[src/sv/rbv_pkg.sv]
// Shared constants and a helper function for the record bundle validator.
// Holds the hash constants, the magic bytes, the error codes and the register indexes.
// No dependencies.
`default_nettype none

package rbv_pkg;

  localparam int POSITION_BITS_DEF = 24;

  localparam int CFG_DATA_W   = 16;
  localparam int CFG_INDEX_W  = 1;
  localparam int COUNT_W      = 16;
  localparam int OFFSET_W     = 24;
  localparam int HASH_W       = 32;

  localparam logic [CFG_INDEX_W-1:0] CFG_MAX_RECORDS = 1'b0;
  localparam logic [CFG_INDEX_W-1:0] CFG_FORMS_MASK  = 1'b1;

  localparam logic [15:0] MAX_RECORDS_RST = 16'd1024;
  localparam logic [7:0]  FORMS_MASK_RST  = 8'hff;

  localparam logic [HASH_W-1:0] HASH_OFFSET = 32'd2166136261;

  localparam logic [7:0] MAGIC_BYTES [4] = '{8'h51, 8'h44, 8'h42, 8'h34};

  localparam logic [7:0] META_HIGH_MASK = 8'hf0;
  localparam logic [1:0] META_DEPTH_BAD = 2'b11;

  localparam logic [2:0] ERR_NONE     = 3'd0;
  localparam logic [2:0] ERR_TRUNC    = 3'd1;
  localparam logic [2:0] ERR_MAGIC    = 3'd2;
  localparam logic [2:0] ERR_COUNT    = 3'd3;
  localparam logic [2:0] ERR_META     = 3'd4;
  localparam logic [2:0] ERR_FORMS    = 3'd5;
  localparam logic [2:0] ERR_TRAILING = 3'd6;
  localparam logic [2:0] ERR_TOO_LONG = 3'd7;

  // One FNV-1a step. The prime is 2^24 + 403, so the product is a sum of shifts.
  function automatic logic [HASH_W-1:0] fnv_step(input logic [HASH_W-1:0] h,
                                                 input logic [7:0] b);
    logic [HASH_W-1:0] x;
    x = h ^ {24'h000000, b};
    return (x << 24) + (x << 8) + (x << 7) + (x << 4) + (x << 1) + x;
  endfunction

endpackage

`default_nettype wire

[src/sv/record_bundle_validator.sv]
// Top level of the record bundle validator: byte parser, FNV-1a hash and result register.
// Depends on rbv_pkg for constants, error codes and the hash step.
//
// The block takes one bundle byte per cycle, back to back, with no gaps needed between
// bundles. Each accepted byte goes into an input register; from there the parser state
// and the 32-bit hash are updated from it, and on the byte marked last the result is
// loaded into the output register, which raises out_valid. The rate of one byte per
// cycle is set by the update loop of the parser state and the shift-add hash step. The
// input stalls only when a last byte waits in the input register while an earlier
// result is still held.
`default_nettype none

module record_bundle_validator #(
  parameter int POSITION_BITS = rbv_pkg::POSITION_BITS_DEF
) (
  input  wire logic                             clk,
  input  wire logic                             rst_n,
  input  wire logic                             cfg_wr_en,
  input  wire logic [rbv_pkg::CFG_INDEX_W-1:0]  cfg_index,
  input  wire logic [rbv_pkg::CFG_DATA_W-1:0]   cfg_data,
  input  wire logic                             in_valid,
  output logic                                  in_stall,
  input  wire logic [7:0]                       in_byte_value,
  input  wire logic                             in_last_byte,
  output logic                                  out_valid,
  input  wire logic                             out_stall,
  output logic                                  out_accepted,
  output logic [2:0]                            out_error_code,
  output logic [rbv_pkg::COUNT_W-1:0]           out_record_count,
  output logic [7:0]                            out_version_length,
  output logic [7:0]                            out_language_length,
  output logic [rbv_pkg::OFFSET_W-1:0]          out_first_record_offset,
  output logic [rbv_pkg::HASH_W-1:0]            out_fingerprint
);

  localparam logic [2:0] SEC_MAGIC  = 3'd0;
  localparam logic [2:0] SEC_VLEN   = 3'd1;
  localparam logic [2:0] SEC_VSTR   = 3'd2;
  localparam logic [2:0] SEC_LLEN   = 3'd3;
  localparam logic [2:0] SEC_LSTR   = 3'd4;
  localparam logic [2:0] SEC_COUNT  = 3'd5;
  localparam logic [2:0] SEC_HEADER = 3'd6;
  localparam logic [2:0] SEC_TEXT   = 3'd7;

  localparam logic [POSITION_BITS-1:0] POS_MAX = '1;
  localparam logic [POSITION_BITS-1:0] POS_ONE = POSITION_BITS'(1);

  // Configuration registers.
  logic [15:0] max_rec_r;
  logic [7:0]  forms_mask_r;

  // Input register.
  logic       s1_valid_r;
  logic [7:0] s1_byte_r;
  logic       s1_last_r;
  logic       s1_fire;

  // Parser state.
  logic [2:0]                        sec_r, sec_nxt;
  logic [POSITION_BITS-1:0]          pos_r, pos_nxt;
  logic [POSITION_BITS-1:0]          pos_inc;
  logic [15:0]                       frem_r, frem_nxt;
  logic [15:0]                       rleft_r, rleft_nxt;
  logic [rbv_pkg::COUNT_W-1:0]       count_r, count_nxt;
  logic [2:0]                        hfault_r, hfault_nxt;
  logic [2:0]                        ffault_r, ffault_nxt;
  logic [rbv_pkg::HASH_W-1:0]        hash_r, hash_nxt;
  logic [7:0]                        vlen_r, vlen_nxt;
  logic [7:0]                        llen_r, llen_nxt;
  logic [rbv_pkg::OFFSET_W-1:0]      foff_r, foff_nxt;

  logic [2:0]  err;
  logic [15:0] count_full;
  logic        bad_magic;

  always_ff @(posedge clk) begin
    if (!rst_n) begin
      max_rec_r    <= rbv_pkg::MAX_RECORDS_RST;
      forms_mask_r <= rbv_pkg::FORMS_MASK_RST;
    end else if (cfg_wr_en) begin
      if (cfg_index == rbv_pkg::CFG_MAX_RECORDS) begin
        max_rec_r <= cfg_data;
      end
      if (cfg_index == rbv_pkg::CFG_FORMS_MASK) begin
        forms_mask_r <= cfg_data[7:0];
      end
    end
  end

  assign s1_fire  = s1_valid_r && !(s1_last_r && out_valid && out_stall);
  assign in_stall = s1_valid_r && !s1_fire;

  always_ff @(posedge clk) begin
    if (!rst_n) begin
      s1_valid_r <= 1'b0;
    end else if (in_valid && !in_stall) begin
      s1_valid_r <= 1'b1;
    end else if (s1_fire) begin
      s1_valid_r <= 1'b0;
    end
  end

  always_ff @(posedge clk) begin
    if (in_valid && !in_stall) begin
      s1_byte_r <= in_byte_value;
      s1_last_r <= in_last_byte;
    end
  end

  assign pos_inc    = pos_r + POS_ONE;
  assign count_full = {s1_byte_r, count_r[7:0]};
  assign bad_magic  = s1_byte_r != rbv_pkg::MAGIC_BYTES[pos_r[1:0]];

  always_comb begin
    sec_nxt    = sec_r;
    pos_nxt    = pos_r;
    frem_nxt   = frem_r;
    rleft_nxt  = rleft_r;
    count_nxt  = count_r;
    hfault_nxt = hfault_r;
    ffault_nxt = ffault_r;
    hash_nxt   = hash_r;
    vlen_nxt   = vlen_r;
    llen_nxt   = llen_r;
    foff_nxt   = foff_r;
    err        = rbv_pkg::ERR_NONE;
    if (s1_fire) begin
      hash_nxt = rbv_pkg::fnv_step(hash_r, s1_byte_r);
      if (pos_r == POS_MAX) begin
        if (ffault_r == rbv_pkg::ERR_NONE) begin
          ffault_nxt = rbv_pkg::ERR_TOO_LONG;
        end
      end else begin
        pos_nxt = pos_inc;
        if (ffault_r == rbv_pkg::ERR_NONE) begin
          unique case (sec_r)
            SEC_MAGIC: begin
              if (bad_magic) begin
                hfault_nxt = rbv_pkg::ERR_MAGIC;
              end
              if (pos_r[1:0] == 2'd3) begin
                ffault_nxt = bad_magic ? rbv_pkg::ERR_MAGIC : hfault_r;
                hfault_nxt = rbv_pkg::ERR_NONE;
                sec_nxt    = SEC_VLEN;
              end
            end
            SEC_VLEN: begin
              vlen_nxt = s1_byte_r;
              frem_nxt = {8'h00, s1_byte_r};
              sec_nxt  = (s1_byte_r != 8'h00) ? SEC_VSTR : SEC_LLEN;
            end
            SEC_VSTR: begin
              frem_nxt = frem_r - 16'd1;
              if (frem_r == 16'd1) begin
                sec_nxt = SEC_LLEN;
              end
            end
            SEC_LLEN: begin
              llen_nxt = s1_byte_r;
              frem_nxt = {8'h00, s1_byte_r};
              sec_nxt  = (s1_byte_r != 8'h00) ? SEC_LSTR : SEC_COUNT;
            end
            SEC_LSTR: begin
              frem_nxt = frem_r - 16'd1;
              if (frem_r == 16'd1) begin
                sec_nxt = SEC_COUNT;
              end
            end
            SEC_COUNT: begin
              if (frem_r == 16'd0) begin
                count_nxt = {8'h00, s1_byte_r};
                frem_nxt  = 16'd1;
              end else begin
                count_nxt = count_full;
                frem_nxt  = 16'd0;
                rleft_nxt = count_full;
                foff_nxt  = rbv_pkg::OFFSET_W'(pos_inc);
                if (count_full > max_rec_r) begin
                  ffault_nxt = rbv_pkg::ERR_COUNT;
                end else begin
                  sec_nxt = SEC_TEXT;
                end
              end
            end
            SEC_HEADER: begin
              if (frem_r[1:0] == 2'd1) begin
                if (hfault_r == rbv_pkg::ERR_NONE && (s1_byte_r & ~forms_mask_r) != 8'h00) begin
                  hfault_nxt = rbv_pkg::ERR_FORMS;
                end
                frem_nxt = 16'd2;
              end else if (frem_r[1:0] == 2'd2) begin
                frem_nxt = {s1_byte_r, 8'h03};
              end else begin
                rleft_nxt = rleft_r - 16'd1;
                if (hfault_r != rbv_pkg::ERR_NONE) begin
                  ffault_nxt = hfault_r;
                  hfault_nxt = rbv_pkg::ERR_NONE;
                end else begin
                  sec_nxt  = SEC_TEXT;
                  frem_nxt = {s1_byte_r, frem_r[15:8]};
                end
              end
            end
            SEC_TEXT: begin
              if (frem_r != 16'd0) begin
                frem_nxt = frem_r - 16'd1;
              end else if (rleft_r != 16'd0) begin
                hfault_nxt = ((s1_byte_r & rbv_pkg::META_HIGH_MASK) != 8'h00 ||
                              s1_byte_r[1:0] == rbv_pkg::META_DEPTH_BAD) ?
                             rbv_pkg::ERR_META : rbv_pkg::ERR_NONE;
                frem_nxt   = 16'd1;
                sec_nxt    = SEC_HEADER;
              end else begin
                ffault_nxt = rbv_pkg::ERR_TRAILING;
              end
            end
            default: begin
              sec_nxt = sec_r;
            end
          endcase
        end
      end
      if (ffault_nxt != rbv_pkg::ERR_NONE) begin
        err = ffault_nxt;
      end else if (!(sec_nxt == SEC_TEXT && frem_nxt == 16'd0 && rleft_nxt == 16'd0)) begin
        err = rbv_pkg::ERR_TRUNC;
      end
    end
  end

  always_ff @(posedge clk) begin
    if (!rst_n || (s1_fire && s1_last_r)) begin
      sec_r    <= SEC_MAGIC;
      pos_r    <= '0;
      frem_r   <= 16'd0;
      rleft_r  <= 16'd0;
      count_r  <= '0;
      hfault_r <= rbv_pkg::ERR_NONE;
      ffault_r <= rbv_pkg::ERR_NONE;
      hash_r   <= rbv_pkg::HASH_OFFSET;
      vlen_r   <= 8'h00;
      llen_r   <= 8'h00;
      foff_r   <= '0;
    end else begin
      sec_r    <= sec_nxt;
      pos_r    <= pos_nxt;
      frem_r   <= frem_nxt;
      rleft_r  <= rleft_nxt;
      count_r  <= count_nxt;
      hfault_r <= hfault_nxt;
      ffault_r <= ffault_nxt;
      hash_r   <= hash_nxt;
      vlen_r   <= vlen_nxt;
      llen_r   <= llen_nxt;
      foff_r   <= foff_nxt;
    end
  end

  always_ff @(posedge clk) begin
    if (!rst_n) begin
      out_valid <= 1'b0;
    end else if (s1_fire && s1_last_r) begin
      out_valid <= 1'b1;
    end else if (!out_stall) begin
      out_valid <= 1'b0;
    end
  end

  always_ff @(posedge clk) begin
    if (s1_fire && s1_last_r) begin
      out_accepted            <= err == rbv_pkg::ERR_NONE;
      out_error_code          <= err;
      out_record_count        <= count_nxt;
      out_version_length      <= vlen_nxt;
      out_language_length     <= llen_nxt;
      out_first_record_offset <= foff_nxt;
      out_fingerprint         <= (err == rbv_pkg::ERR_NONE) ? hash_nxt : '0;
    end
  end

  // The input side stalls only behind a held result with a last item waiting.
  a_stall_cause: assert property (@(posedge clk) disable iff (!rst_n)
    in_stall |-> (s1_valid_r && s1_last_r && out_valid && out_stall))
    else $error("input stalled without a pending result");

  a_accept_code: assert property (@(posedge clk) disable iff (!rst_n)
    out_valid |-> (out_accepted == (out_error_code == rbv_pkg::ERR_NONE)))
    else $error("accepted flag disagrees with error code");

  a_reject_print: assert property (@(posedge clk) disable iff (!rst_n)
    (out_valid && !out_accepted) |-> (out_fingerprint == '0))
    else $error("rejected bundle carries a fingerprint");

  a_clear_after_last: assert property (@(posedge clk) disable iff (!rst_n)
    (s1_fire && s1_last_r) |=> (pos_r == '0 && hash_r == rbv_pkg::HASH_OFFSET &&
                               sec_r == SEC_MAGIC && ffault_r == rbv_pkg::ERR_NONE))
    else $error("parser state not cleared after a bundle");

endmodule

`default_nettype wire

[config.mk]
export PLATFORM = sky130hd
export DESIGN_NAME = record_bundle_validator
export DESIGN_NICKNAME = d
export VERILOG_FILES = /design/src/sv/rbv_pkg.sv /design/src/sv/record_bundle_validator.sv
export SDC_FILE = /design/constraint.sdc
export NUM_CORES = 1
export LEC_CHECK = 0
export BUFFER_PORTS_ARGS = -buffer_cell sky130_fd_sc_hd__buf_2
export CORE_UTILIZATION = 30
export CTS_CLUSTER_DIAMETER = 80
export CTS_CLUSTER_SIZE = 30
export DETAILED_ROUTE_END_ITERATION = 12
export PLACE_DENSITY = 0.49
export SYNTH_ARGS = -nofsm -noshare
export SYNTH_HDL_FRONTEND = slang
export SYNTH_SLANG_ARGS = --single-unit
[constraint.sdc]
create_clock -name clk -period 7.3 [get_ports clk]
set_input_delay 0.73 -clock clk [delete_from_list [all_inputs] [get_ports clk]]
set_output_delay 0.73 -clock clk [all_outputs]
set_load 0.005 [all_outputs]
* Yosys cells after proc, flatten, opt, wreduce, memory -nomap -nowiden *
Cells that the tools add are included.

word-level totals
  ROM bits = 0
  RAM bits = 0
  input bits = 31
  flip-flop bits (word level) = 280
  memories kept = 0
  word-level logic and storage cells = 183
  output and inout port bits = 94
  bits in latches = 0

cells by class
  reductions and logical operators = 37
  magnitude comparators = 2
  shifts and indexed selects = 0
  muxes and demuxes = 85
  multipliers = 0
  equal/unequal tests = 21
  divide/modulo/power cells = 0
  bitwise operators = 6
  $add $sub $neg = 8

operator list
  kind                                                                     number
  16-bit 2-to-1 mux                                                        19
  32-bit adder                                                             5
  24-bit 2-to-1 mux                                                        5
  3-bit 2-to-1 mux                                                         36
  8-bit 2-to-1 mux                                                         10
  16-bit one-hot mux with 5 select lines                                   1
  16-bit logical NOT                                                       3
  32-bit 2-to-1 mux                                                        1
  16-bit one-hot mux with 2 select lines                                   1
  16-bit nonzero test                                                      2
  16-bit by 1-bit subtractor with 16-bit output (second input constant)    2
  32-bit by 8-bit bitwise XOR with 32-bit output                           1
  24-bit by 1-bit adder with 24-bit output (second input constant)         1
  24-bit equality test (second input constant)                             1
  3-bit one-hot mux with 8 select lines                                    1
  8-bit nonzero test                                                       3
  8-bit binary-select mux with 2-bit select                                1
  16-bit by 1-bit equality test with 1-bit output (second input constant)  1
  16-bit greater-than comparator                                           1
  3-bit equality test (second input constant)                              5
  3-bit logical NOT                                                        4
  3-bit one-hot mux with 4 select lines                                    1
  1-bit logical AND                                                        9
  3-bit != test (second input constant)                                    3
  21 further kinds                                                         42

* Depth between registers and ports, before layout *
  depth in word-level cells = 15
  gate-level depth with buffers = 19
  mapped depth without buffers = 18

* Worst setup path before layout *
Ideal clock, no wire load.

  path kind = register to register
  start = register s1_byte_r[2]
  end = register out_fingerprint[30] (netlist bit), data pin
  path buffers = 1
  setup slack = 1.973 ns
  stages on the path, launching flop included = 19
  library setup time = 0.270 ns
  required time = 7.030 ns
  data arrival time = 5.056 ns
  path through = edfxtp_1 -> clkbuf_1 -> xor2_1 -> inv_1 -> fa_1 -> inv_1 -> fa_1 -> fa_1 -> ha_1 -> and3_1 -> o211a_1 -> a221oi_1 -> o21ai_0 -> a221oi_1 -> nand2b_1 -> a31oi_1 -> and4b_1 -> nor3_1 -> a21oi_1

between the ends
  cells in the longest elaborated chain, start to end = 14
  elaborated cells on any way between the ends = 48
  classes of those cells = add/sub: 5; order compare: 1; eq/ne: 2; mux: 32; bitwise: 1; reduce/logical: 7

ends and longest elaborated chain
  what                                                                   RTL line                        RTL
  start, declared                                                        record_bundle_validator.sv:54   logic [7:0] s1_byte_r;
  start signal, assigned                                                 record_bundle_validator.sv:105  s1_byte_r <= in_byte_value;
  parallel branches: the longest is 14 deep, another holds 32-bit adder  --
  end signal, assigned                                                   record_bundle_validator.sv:277  out_fingerprint <= (err == rbv_pkg::ERR_NONE) ? hash_nxt : '0;
  end, declared                                                          record_bundle_validator.sv:33   output logic [rbv_pkg::HASH_W-1:0] out_fingerprint

Parallel ways; which one is timed is not known. The select of a mux whose other input is x is not followed.
A chain may end at the register's enable or synchronous reset.

* Worst setup path in the final report *
Same ends and word-level chain as after synthesis.

==> results_dict.tcl <==
set metrics [dict create \
    avgRoutedWirePerCell_um 19.42 \
    drv_slew 0 \
    cp-end-kind "flip-flop" \
    pre_cts_ws_ns 1.005 \
    cts_resized 0 \
    final_common_cell "nand2_1" \
    rows 85 \
    first_global_vias 13160 \
    layout_common_cells "nand2_1, dfxtp_1, nor2_1" \
    yosys_warnings 0 \
    synth-async-reset-ratio_pct 0 \
    multi_input_area_um2 9087 \
    place.gp.congestion 0.9059 \
    avgSynthCellArea_um2 9.224 \
    crit_fanout 10 \
    drive_gt1_share_pct 11.78 \
    maxCapViolCount 0 \
    drt-pass1-iter-count 5 \
    synth-seq-cells 280 \
    synth_cells 1796 \
    hold_viol 0 \
    clkSlewWorstSetupHoldPaths_ns 0.10 \
    critical_path_required_ns 7.59 \
    finalCritPeriodShare_pct 86.10 \
    post-place-cells 2549 \
    ys_seq_area_share_pct 39.94 \
    crit_chain "buf_4 -> xor2_1 -> inv_1 -> fa_1 -> inv_1 -> fa_1 -> fa_1 -> ha_1 -> and3_1 -> o211a_1 -> a221oi_1 -> o21ai_0 -> a221oi_1 -> nand2b_1 -> a31oi_1 -> and4b_1 -> nor3_1 -> a21oi_1" \
    syn-cell-area_um2 16570 \
    drtAntennaViolNets 0 \
    power.density_nw_per_um2 456.7 \
    peakVddDrop_v 0.0003264 \
    tightestPinTransition_ns 1.202 \
    fin_total_pwr_mw 8.559 \
    instances_no_fill 2590 \
    tns_ns 0 \
    dieArea_um2 56170 \
    syn_to_final_growth_pct 13.13 \
    setup_viol 0 \
    cts_root_buffer "clkbuf_16" \
    cts.sinks 280 \
    dpl.hpwl_um 37220 \
    track_usage_pct 18.05 \
    crit_top_cell "fa_1" \
    portBuffers 124 \
    hold_buffers 0 \
    setup_slack_ns 1.015 \
    synth-edff-count 101 \
    wirelength_um 50290 \
    r2r_slack_ns 1.01 \
    grt_remaining_overflow 0 \
    clock_latency_ns 0.57 \
    fin_crit_ns 6.285 \
    synth_flop_cell "dfxtp_1" \
    criticalPathCategory "reg2reg" \
    synthDistinctLibCells 76 \
    antenna_found_initial 2 \
    vias 13060 \
    grt_start_max_net_pins 63 \
    max_stage_delay_ns 0.74 \
    rsz0062_at_grt "no" \
    status "finished clean" \
    slew_headroom_pct 19.58 \
    cts_buffer_depth 3 \
    drt_iter0_drc 794 \
    fin_worst_skew_ns 0.02843 \
    nFillCells 5613 \
    crit_path_start_kind "flip-flop" \
    seqCellArea_um2 6616 \
    power.leakage_nw 7.586 \
    drc 0 \
    htreeDepth 1 \
    worstPathArrival_ns 6.57 \
    core_um2 54240 \
    start_util_pct 30.54 \
    io_pins 125 \
    grt_first_pass_wirelength_um 78500 \
    final_net_count 2071 \
    max_freq_mhz 159.1 \
    hold_class "in2reg" \
    slowest_stage "a221oi_1" \
    via_per_inst 5.044 \
    die_w_um 237.0 \
    final_core_util_pct 34.55 \
    die_y_um 237.0 \
    synth_nets 1990 \
    cts_tree "yes" \
    numCtsBuffers 22 \
    postCtsSetupBuffers 0 \
]
[cells in the mapped netlist (41+ instances only)]
master,n,area [µm²]
a21oi_1,119,595.6
and2_1,56,350.3
clkbuf_1,69,259.0
dfxtp_1,179,3583
edfxtp_1,101,3033
fa_1,81,1622
ha_1,82,1026
inv_1,139,521.8
nand2_1,224,840.8
nand3_1,43,215.2
nor2_1,172,645.6
o21ai_0,95,475.5
xnor2_1,41,359.1
xor2_1,46,402.9
[flip-flops by register name (all words and copies together) (netlist names), 8 cells and up]
| signal | count |
|---|---|
| pos_r | 24 |
| frem_r | 16 |
| hash_r | 32 |
| out_fingerprint | 32 |
| out_version_length | 8 |
| count_r | 16 |
| llen_r | 8 |
| out_record_count | 16 |
| out_language_length | 8 |
| vlen_r | 8 |
| max_rec_r | 16 |
| forms_mask_r | 8 |
| s1_byte_r | 8 |
| out_first_record_offset | 24 |
| foff_r | 24 |
| rleft_r | 16 |
[metal layers]
layer / track usage [%] / wire [µm] / share of wire [%]
met4: 4.998 / 1339 / 2.7
met1: 23.28 / 22210 / 44
met5: 0 / 0 / 0
met2: 31.71 / 24920 / 50
met3: 2.028 / 1812 / 3.6
[where the power goes]
group | total [mW] | internal, mW | switching [mW]
combinational | 5.27 | 2.28 | 2.99
sequential | 1.88 | 1.76 | 0.116
clock | 1.41 | 0.655 | 0.753
[metrics by stage]
| step | hold slack [ns] | cell area (µm²) |
|---|---|---|
| after floorplan | 0.4409 | 16570 |
| after global placement | 0.4529 | 17850 |
| after global routing | 0.3164 | 18740 |
| final | 0.3344 | 18740 |
| after CTS | 0.3005 | 18740 |
| after detailed placement | 0.4596 | 17850 |
[worst max-delay path, delay by kind of cell (launching register included)]
kind | cells | cell delay [ns]
adders and majority gates | 4 | 1.87
AOI/OAI and AO/OA | 6 | 1.97
xor gates and xnor gates | 1 | 0.44
buffers and inverters | 3 | 0.45
and+or+nand+nor | 4 | 0.89
DFF | 1 | 0.37
[cell families after synthesis]
family	count (synthesis)	share of synthesized area, %
xor+xnor	87	4.599
simple gates	630	17.98
fa+ha+maj	163	15.98
compound gates	394	15.02
buf+inv	224	5.324
mux	18	1.156
flops	280	39.94
[area by class of cell]
cell class | count | share of cell area (%)
Inverter | 140 | 2.817
Clock inverter | 16 | 1.649
Multi-Input combinational cell | 1292 | 48.49
Tap cell | 696 | 4.647
Sequential cell | 280 | 35.30
Clock buffer | 24 | 3.091
Timing Repair Buffer | 141 | 3.992
Antenna cell | 1 | 0.01335
[final timing paths]
check | from | end | depth (start not counted)
max | s1_byte_r[2] | out_fingerprint[30] | 18
min | in_last_byte | s1_last_r | 1
max reg2reg | s1_byte_r[2] | out_fingerprint[30] | 18
min reg2reg | max_rec_r[13] | max_rec_r[13] | 2
Power figures use the tool's default switching activity.
